**config.mk**
```make
export PLATFORM = sky130hd
export DESIGN_NAME = i2c_eeprom_master_core
export DESIGN_NICKNAME = d
export VERILOG_FILES = /design/src/i2cee_pkg.sv /design/src/i2c_eeprom_master_core.sv
export VERILOG_INCLUDE_DIRS = /design/src /design/src/src
export SDC_FILE = /design/constraint.sdc
export NUM_CORES = 1
export LEC_CHECK = 0
export BUFFER_PORTS_ARGS = -buffer_cell sky130_fd_sc_hd__clkbuf_2
export CAP_MARGIN = 0
export CORE_UTILIZATION = 40
export DETAILED_ROUTE_END_ITERATION = 16
export GPL_TIMING_DRIVEN = 0
export PLACE_DENSITY = 0.63
export SLEW_MARGIN = 10
export SYNTH_ARGS = -nofsm -noshare
export SYNTH_HDL_FRONTEND = slang
export SYNTH_SLANG_ARGS = --single-unit
```
**constraint.sdc**
```tcl
create_clock -name clk -period 5.36 [get_ports clk]
set_input_delay 0.268 -clock clk [delete_from_list [all_inputs] [get_ports clk]]
set_output_delay 0.268 -clock clk [all_outputs]
set_load 0.01 [all_outputs]
```
**src/i2c_eeprom_master_core_defines.svh**
```systemverilog
// ----------------------------------------------------------------------------
// I2C EEPROM master assertion macros
// Shared concurrent assertion wrappers clocked on clk.
// ----------------------------------------------------------------------------
`ifndef I2C_EEPROM_MASTER_CORE_DEFINES_SVH
`define I2C_EEPROM_MASTER_CORE_DEFINES_SVH

// Checked outside of reset.
`define I2CEE_ASSERT(lbl, prop, msg) \
  lbl: assert property (@(posedge clk) disable iff (rst) prop) else $error(msg);

// Checked in every cycle, reset included.
`define I2CEE_ASSERT_ALWAYS(lbl, prop, msg) \
  lbl: assert property (@(posedge clk) prop) else $error(msg);

`endif

```
**src/i2cee_pkg.sv**
```systemverilog
// ----------------------------------------------------------------------------
// I2C EEPROM master package
// Command codes, configuration register indexes and fixed field widths.
// ----------------------------------------------------------------------------
package i2cee_pkg;

  localparam int ADDR_W = 8;
  localparam int DATA_W = 8;
  localparam int DEV_W  = 7;
  localparam int CFG_W  = 16;
  localparam int IDX_W  = 2;

  typedef logic [1:0] op_t;
  localparam op_t OP_NONE     = 2'd0;
  localparam op_t OP_WRITE    = 2'd1;
  localparam op_t OP_RAND_RD  = 2'd2;
  localparam op_t OP_CUR_RD   = 2'd3;

  typedef logic [IDX_W-1:0] cfg_idx_t;
  localparam cfg_idx_t REG_DEVICE_ADDRESS = 2'd0;
  localparam cfg_idx_t REG_HALF_PERIOD    = 2'd1;
  localparam cfg_idx_t REG_WRITE_RECOVERY = 2'd2;

  localparam logic [DEV_W-1:0] DEV_ADDR_RESET   = 7'd80;
  localparam logic [CFG_W-1:0] HALF_PERIOD_RESET = 16'd250;
  localparam logic [CFG_W-1:0] RECOVERY_RESET    = 16'd100;

  localparam logic RW_WRITE = 1'b0;
  localparam logic RW_READ  = 1'b1;

endpackage

```
**src/i2c_eeprom_master_core.sv**
```systemverilog
// ----------------------------------------------------------------------------
// I2C EEPROM master core
// Tick-driven I2C master for byte write, random read and current read.
// ----------------------------------------------------------------------------
//
//  Channel  | Signals                                    | Direction
//  ---------+--------------------------------------------+----------
//  config   | cfg_write, cfg_index, cfg_data             | in
//  tick in  | in_valid/in_ready, operation, mem_address, | in
//           | write_data, sda_in                         |
//  pins out | out_valid/out_ready, scl, sda_release,     | out
//           | busy_res, read_valid, read_data            |
//
//  One tick is accepted per clock cycle; its pin levels appear in the result
//  register in the next cycle. The sequencer state is updated by a single level
//  of next-state logic, so back-to-back ticks run at full rate.
//  Reset returns the sequencer to idle and empties the result register.
//  A stalled result only blocks a new tick when it is not taken in that cycle.

`include "i2c_eeprom_master_core_defines.svh"

module i2c_eeprom_master_core #(
  parameter int TIMER_WIDTH = 16
) (
  input  logic                           clk,
  input  logic                           rst,
  input  logic                           cfg_write,
  input  logic [i2cee_pkg::IDX_W-1:0]    cfg_index,
  input  logic [i2cee_pkg::CFG_W-1:0]    cfg_data,
  input  logic                           in_valid,
  output logic                           in_ready,
  input  logic [1:0]                     operation,
  input  logic [i2cee_pkg::ADDR_W-1:0]   mem_address,
  input  logic [i2cee_pkg::DATA_W-1:0]   write_data,
  input  logic                           sda_in,
  output logic                           out_valid,
  input  logic                           out_ready,
  output logic                           scl,
  output logic                           sda_release,
  output logic                           busy_res,
  output logic                           read_valid,
  output logic [i2cee_pkg::DATA_W-1:0]   read_data
);

  localparam logic [3:0] S_IDLE   = 4'd0;
  localparam logic [3:0] S_START  = 4'd1;
  localparam logic [3:0] S_CTRLW  = 4'd2;
  localparam logic [3:0] S_ACK1   = 4'd3;
  localparam logic [3:0] S_ADDR   = 4'd4;
  localparam logic [3:0] S_ACK2   = 4'd5;
  localparam logic [3:0] S_DATA   = 4'd6;
  localparam logic [3:0] S_ACK3   = 4'd7;
  localparam logic [3:0] S_STOPW  = 4'd8;
  localparam logic [3:0] S_RECOV  = 4'd9;
  localparam logic [3:0] S_RSTART = 4'd10;
  localparam logic [3:0] S_CTRLR  = 4'd11;
  localparam logic [3:0] S_ACK4   = 4'd12;
  localparam logic [3:0] S_READ   = 4'd13;
  localparam logic [3:0] S_NACK   = 4'd14;
  localparam logic [3:0] S_STOPR  = 4'd15;

  localparam logic [32:0] TMAX = (33'd1 << TIMER_WIDTH) - 33'd1;

  // Configuration registers.
  logic [i2cee_pkg::DEV_W-1:0] device_address;
  logic [i2cee_pkg::CFG_W-1:0] half_period;
  logic [i2cee_pkg::CFG_W-1:0] write_recovery;

  // Sequencer state.
  logic [3:0]                   state, state_next;
  logic [1:0]                   phase, phase_next;
  logic [2:0]                   bit_idx, bit_idx_next;
  logic [TIMER_WIDTH-1:0]       tick_cnt, tick_cnt_next;
  logic [7:0]                   shift, shift_next;
  logic [7:0]                   addr_latch, addr_latch_next;
  logic [7:0]                   data_latch, data_latch_next;
  logic                         pend_read, pend_read_next;

  logic                         in_fire;
  logic [TIMER_WIDTH-1:0]       hp_clip, hp_eff, rec_clip;
  logic [32:0]                  hp_ext, rec_ext;

  logic                         scl_c, rel_c, busy_c, valid_c;
  logic [7:0]                   rdata_c;
  logic                         done, three_ph, sending, phase_end;
  logic [3:0]                   step;
  logic [TIMER_WIDTH:0]         tick_inc;

  assign in_ready = !out_valid || out_ready;
  assign in_fire  = in_valid && in_ready;

  // Timer registers saturate at the counter's range.
  assign hp_ext   = {17'd0, half_period};
  assign rec_ext  = {17'd0, write_recovery};
  assign hp_clip  = (hp_ext > TMAX) ? TMAX[TIMER_WIDTH-1:0] : hp_ext[TIMER_WIDTH-1:0];
  assign rec_clip = (rec_ext > TMAX) ? TMAX[TIMER_WIDTH-1:0] : rec_ext[TIMER_WIDTH-1:0];
  assign hp_eff   = (hp_clip == '0) ? TIMER_WIDTH'(1) : hp_clip;

  always_comb begin
    state_next      = state;
    phase_next      = phase;
    bit_idx_next    = bit_idx;
    tick_cnt_next   = tick_cnt;
    shift_next      = shift;
    addr_latch_next = addr_latch;
    data_latch_next = data_latch;
    pend_read_next  = pend_read;
    scl_c     = 1'b1;
    rel_c     = 1'b1;
    busy_c    = 1'b1;
    valid_c   = 1'b0;
    rdata_c   = '0;
    done      = 1'b0;
    step      = S_IDLE;
    three_ph  = 1'b0;
    sending   = 1'b0;
    phase_end = 1'b0;
    tick_inc  = '0;

    // A command on an idle tick starts on that same tick.
    if (state == S_IDLE && operation != i2cee_pkg::OP_NONE) begin
      addr_latch_next = mem_address;
      data_latch_next = write_data;
      pend_read_next  = (operation == i2cee_pkg::OP_RAND_RD);
      state_next      = (operation == i2cee_pkg::OP_CUR_RD) ? S_RSTART : S_START;
      phase_next      = '0;
      bit_idx_next    = '0;
      tick_cnt_next   = '0;
    end

    tick_inc = {1'b0, tick_cnt_next} + (TIMER_WIDTH+1)'(1);

    if (state_next == S_IDLE) begin
      busy_c = 1'b0;
    end else if (state_next == S_RECOV) begin
      if (rec_clip == '0 || tick_inc >= {1'b0, rec_clip}) begin
        done = 1'b1;
      end else begin
        tick_cnt_next = tick_inc[TIMER_WIDTH-1:0];
      end
    end else begin
      three_ph = (state_next == S_START) || (state_next == S_RSTART) ||
                 (state_next == S_STOPW) || (state_next == S_STOPR);
      sending  = (state_next == S_CTRLW) || (state_next == S_ADDR) ||
                 (state_next == S_DATA)  || (state_next == S_CTRLR);
      if (state_next == S_START || state_next == S_RSTART) begin
        scl_c = (phase_next < 2'd2);
        rel_c = (phase_next == 2'd0);
      end else if (state_next == S_STOPW || state_next == S_STOPR) begin
        scl_c = (phase_next != 2'd0);
        rel_c = (phase_next == 2'd2);
      end else begin
        scl_c = (phase_next != 2'd0);
        rel_c = sending ? shift_next[7] : 1'b1;
      end
      phase_end = (tick_inc >= {1'b0, hp_eff});
      if (phase_end) begin
        if (phase_next == 2'd1 && !three_ph) begin
          if (sending) begin
            shift_next = {shift_next[6:0], 1'b0};
          end else if (state_next == S_READ) begin
            shift_next = {shift_next[6:0], sda_in};
            if (bit_idx_next == 3'd7) begin
              valid_c = 1'b1;
              rdata_c = shift_next;
            end
          end
        end
        tick_cnt_next = '0;
        if ((three_ph && phase_next == 2'd2) || (!three_ph && phase_next == 2'd1)) begin
          phase_next = '0;
          // Byte steps run eight bits; ack, NACK, START and STOP run one.
          if ((sending || state_next == S_READ) && bit_idx_next != 3'd7) begin
            bit_idx_next = bit_idx_next + 3'd1;
          end else begin
            done = 1'b1;
          end
        end else begin
          phase_next = phase_next + 2'd1;
        end
      end else begin
        tick_cnt_next = tick_inc[TIMER_WIDTH-1:0];
      end
    end

    if (done) begin
      // A random read ends its dummy write after the address, then restarts.
      priority if (state_next == S_ACK2 && pend_read_next) begin
        step = S_STOPW;
      end else if (state_next == S_STOPW) begin
        if (pend_read_next) begin
          pend_read_next = 1'b0;
          step = S_RSTART;
        end else if (rec_clip != '0) begin
          step = S_RECOV;
        end else begin
          step = S_IDLE;
        end
      end else if (state_next == S_RECOV || state_next == S_STOPR) begin
        step = S_IDLE;
      end else begin
        step = state_next + 4'd1;
      end
      state_next    = step;
      phase_next    = '0;
      bit_idx_next  = '0;
      tick_cnt_next = '0;
      if (step == S_CTRLW) begin
        shift_next = {device_address, i2cee_pkg::RW_WRITE};
      end else if (step == S_CTRLR) begin
        shift_next = {device_address, i2cee_pkg::RW_READ};
      end else if (step == S_ADDR) begin
        shift_next = addr_latch_next;
      end else if (step == S_DATA) begin
        shift_next = data_latch_next;
      end
    end
  end

  always_ff @(posedge clk) begin
    if (rst) begin
      device_address <= i2cee_pkg::DEV_ADDR_RESET;
      half_period    <= i2cee_pkg::HALF_PERIOD_RESET;
      write_recovery <= i2cee_pkg::RECOVERY_RESET;
    end else if (cfg_write) begin
      unique case (cfg_index)
        i2cee_pkg::REG_DEVICE_ADDRESS: device_address <= cfg_data[i2cee_pkg::DEV_W-1:0];
        i2cee_pkg::REG_HALF_PERIOD:    half_period    <= cfg_data;
        i2cee_pkg::REG_WRITE_RECOVERY: write_recovery <= cfg_data;
        default: ;
      endcase
    end
  end

  always_ff @(posedge clk) begin
    if (rst) begin
      state      <= S_IDLE;
      phase      <= '0;
      bit_idx    <= '0;
      tick_cnt   <= '0;
      shift      <= '0;
      addr_latch <= '0;
      data_latch <= '0;
      pend_read  <= 1'b0;
    end else if (in_fire) begin
      state      <= state_next;
      phase      <= phase_next;
      bit_idx    <= bit_idx_next;
      tick_cnt   <= tick_cnt_next;
      shift      <= shift_next;
      addr_latch <= addr_latch_next;
      data_latch <= data_latch_next;
      pend_read  <= pend_read_next;
    end
  end

  always_ff @(posedge clk) begin
    if (rst) begin
      out_valid <= 1'b0;
    end else if (in_fire) begin
      out_valid <= 1'b1;
    end else if (out_ready) begin
      out_valid <= 1'b0;
    end
  end

  always_ff @(posedge clk) begin
    if (in_fire) begin
      scl         <= scl_c;
      sda_release <= rel_c;
      busy_res    <= busy_c;
      read_valid  <= valid_c;
      read_data   <= rdata_c;
    end
  end

  `I2CEE_ASSERT(a_pending_only_busy, (state == S_IDLE) |-> !pend_read,
                "pending read flag set while idle")
  `I2CEE_ASSERT(a_phase_range,
                (state != S_START && state != S_RSTART &&
                 state != S_STOPW && state != S_STOPR) |-> (phase <= 2'd1),
                "third bit phase in a two-phase step")
  `I2CEE_ASSERT(a_read_in_high_phase,
                (out_valid && read_valid) |-> (busy_res && sda_release && scl),
                "read byte reported outside a released SCL-high phase")
  `I2CEE_ASSERT_ALWAYS(a_reset_empty, rst |=> !out_valid,
                       "result register not empty after reset")

endmodule
```
==> metrics <==
setup TNS=0 ns; Crit-path slowest cell=or4_4; diodes inserted=0; CTS Buf Count=9; CTS root buf=clkbuf_16; Final Wtd Congestion=0.884; Slew HR=0.407; NetSw=749 uW; combinational share of power=0.306; I/O Buffers=53; effective utilization at floorplan=0.409; initial antenna violation count=0; r2r endpoint=tick_cnt[14]; crit end category=flip-flop; Sw Share=0.350; io pins=56; WS Path Type=flip-flop to flip-flop; HP Class=primary input to flip-flop; Synth cell types=74; Final Hold Viols=0; Peak VDD IR=0.160 mV; post-route setup slack=0.263 ns; Seq/Total Area, Yosys=0.334; synthesized instance count=807; share of layout cells above drive strength 1=0.144; cell breakdown of the critical path=clkbuf_4 > nor4_4 > o21ai_0 > clkbuf_8 > nand2_1 > inv_1 > ha_2 > nand3_1 > or4_4 > nor2_4 > nand3_1 > xor2_1 > nor2_2 > ha_1 > nand4_1 > nor4_2 > a21oi_1 > mux2i_1 > or4b_1 > buf_6 > a21oi_4 > and3_4 > buf_6 > a22o_1; top cell type's share of synthesized area=0.279; leakage=2.95 nW; CP max stage delay=0.54 ns; RSZ-0062 raised after global routing=no; Final Slew Violations=0; CTS tree=done; Tot Pwr=2.14 mW; Die X=129 um; wire length of the first global-routing pass=30000 um; Sequential Power Share=0.392; Post-synth top flop=dfxtp_1; detailed placer's ending HPWL=14600 um; post-layout instance area=7430 sq um; antenna viol nets, final=0; vias in the first global route=5653; CP Capture Point=tick_cnt[14]; asr flop ratio synth=0; largest net degree at the start of global routing=22; Reg2Reg Setup Slack=0.26 ns; Pwr per Cell Area=288 nW/um^2; Post-Syn Area=6470 sq um; total grt overflow=0; final wirelength=19100 um; total iterations of the first detailed-routing run=5; die height=129 um; Die ar.=16700 sq um; via count=6266; Max-cap violations=0; Worst Setup SP=state[2]; Final setup viols=0; row count=46; fin crit share=0.951; Yosys warnings=0; Worst-Margin Slew=0.885 ns; clk buf depth=2; Fmax=196 MHz; most common cell in the netlist=nand2_1; H-tree levels=3; Worst setup SP type=flip-flop; Power Internal=1.39 mW; Worst EP arrival=5.40 ns; critical-path maximum fanout=10; Post-synth EDFFs=12; worst clock skew=0.00569 ns; P&R area growth vs syn=14.8%; clock tree sinks=102; Non-Filler Instances=1095; Inst Count DP=1076; DRC errors left=0; synthesized area per cell=8.01 sq um; Clk pwr share=0.302; Avg Vias per Cell=5.72; Fill cells=1603; Worst-path clk slew=0.07 ns; synthesized net count=890; area of the core=15800 sq um; cell area after placement=7010 sq um; Synth top cells by count=151 x nand2_1, 90 x dfxtp_1, 64 x a21oi_1; Layout Nets=957; reg-to-reg startpoint=state[2]; Synth area leaders=dfxtp_1 28%, nand2_1 8.8%, ha_1 7.9%; FF-to-FF path depth=24; DP Worst Slack=-0.922 ns; GRT Total Usage=0.234; final critical-path required period=5.10 ns; FF+latch count, synth=102; status=finished, final reports clean; WL per Instance=17.4 um; initial DRC count=586; Synth area leader=dfxtp_1; Critical Path RT=5.67 ns; worst skew pair latency=0.36 ns
-- final cells by class --
cell class              instances  area [sq um]  share of cell area
plain buffers                  33           169              0.0227
clock buffers                  11           253              0.0340
clock inverters                 5          32.5             0.00438
inverters                      49           184              0.0248
multi-input cells             621          4050               0.546
flip-flops and latches        102          2160               0.291
well taps                     216           270              0.0364
repair buffers                 58           303              0.0408
-- flip-flops by register name, indices dropped and copies added (netlist names), 2 cells and up --
signal and count:
addr_latch 8, bit_idx 3, data_latch 8, device_address 7
half_period 16, phase 2, read_data 8, shift 8
state 4, tick_cnt 16, write_recovery 16
-- how the worst min path moves through the flow --
stage / start / to / slack (ns) / cells after the start
3_5_place_dp: addr_latch[5] / addr_latch[5] / 0.45 / 2
6_report: in_valid / out_valid / 0.13 / 3
3_3_place_gp: data_latch[3] / data_latch[3] / 0.44 / 2
4_1_cts: mem_address[6] / addr_latch[6] / 0.14 / 3
2_1_floorplan: in_valid / out_valid / 0.40 / 2
5_1_grt: mem_address[3] / addr_latch[3] / 0.15 / 3
-- metal layers --
layer	up-vias	wire length, um	track usage
met5	-	0	0
met4	0	363	0.0824
li1	3085	-	-
met2	242	8430	0.356
met3	23	1300	0.0355
met1	2916	8990	0.335
-- layout by cell type, fill, tap and decap left out, drive strengths merged, types with 19 or more instances in the layout --
cell type	n
inv	50
a21oi	65
nor2	49
ha	41
o211ai	23
and3	20
nand3	19
clkbuf	85
dfxtp	90
o21ai	43
nand2	151
-- worst max-delay path, delay by kind of cell (launching register included) --
family,cells,cell delay [ns]
buf+inv,5,0.91
fa+ha+maj,2,0.54
simple gates,11,2.24
mux,1,0.13
flops,1,0.40
compound gates,4,0.66
xor+xnor,1,0.16
-- power by group through the flow --
stage	clock network [mW]	registers (mW)	logic, mW
2_1_floorplan	0	0.852	0.433
3_3_place_gp	0	0.854	0.609
3_5_place_dp	0	0.855	0.612
4_1_cts	0.653	0.837	0.626
5_1_grt	0.683	0.843	0.713
6_report	0.645	0.839	0.654
-- logic make-up after synthesis --
group           Yosys count  share of synthesized area
simple gates            321                      0.242
xor+xnor                 14                     0.0190
compound gates          221                      0.233
mux                      24                     0.0385
buf+inv                  84                     0.0534
flops                   102                      0.334
fa+ha+maj                41                     0.0793
-- what timing repair did --
| item | in CTS | in global routing |
|---|---|---|
| endpoints found under the setup margin | 43 | 41 |
| gates resized for setup | 7 | 17 |
| setup buffers | 2 | 3 |
| pin swaps | 0 | 3 |
| hold buffers | 0 | 0 |
-- stage by stage --
step                 util  hold slack [ns]
global route        0.469            0.151
CTS                 0.463            0.137
floorplan               -            0.397
detailed placement  0.443            0.447
global placement    0.442            0.441
finish              0.469            0.134
(Power assumes the default switching activity.)
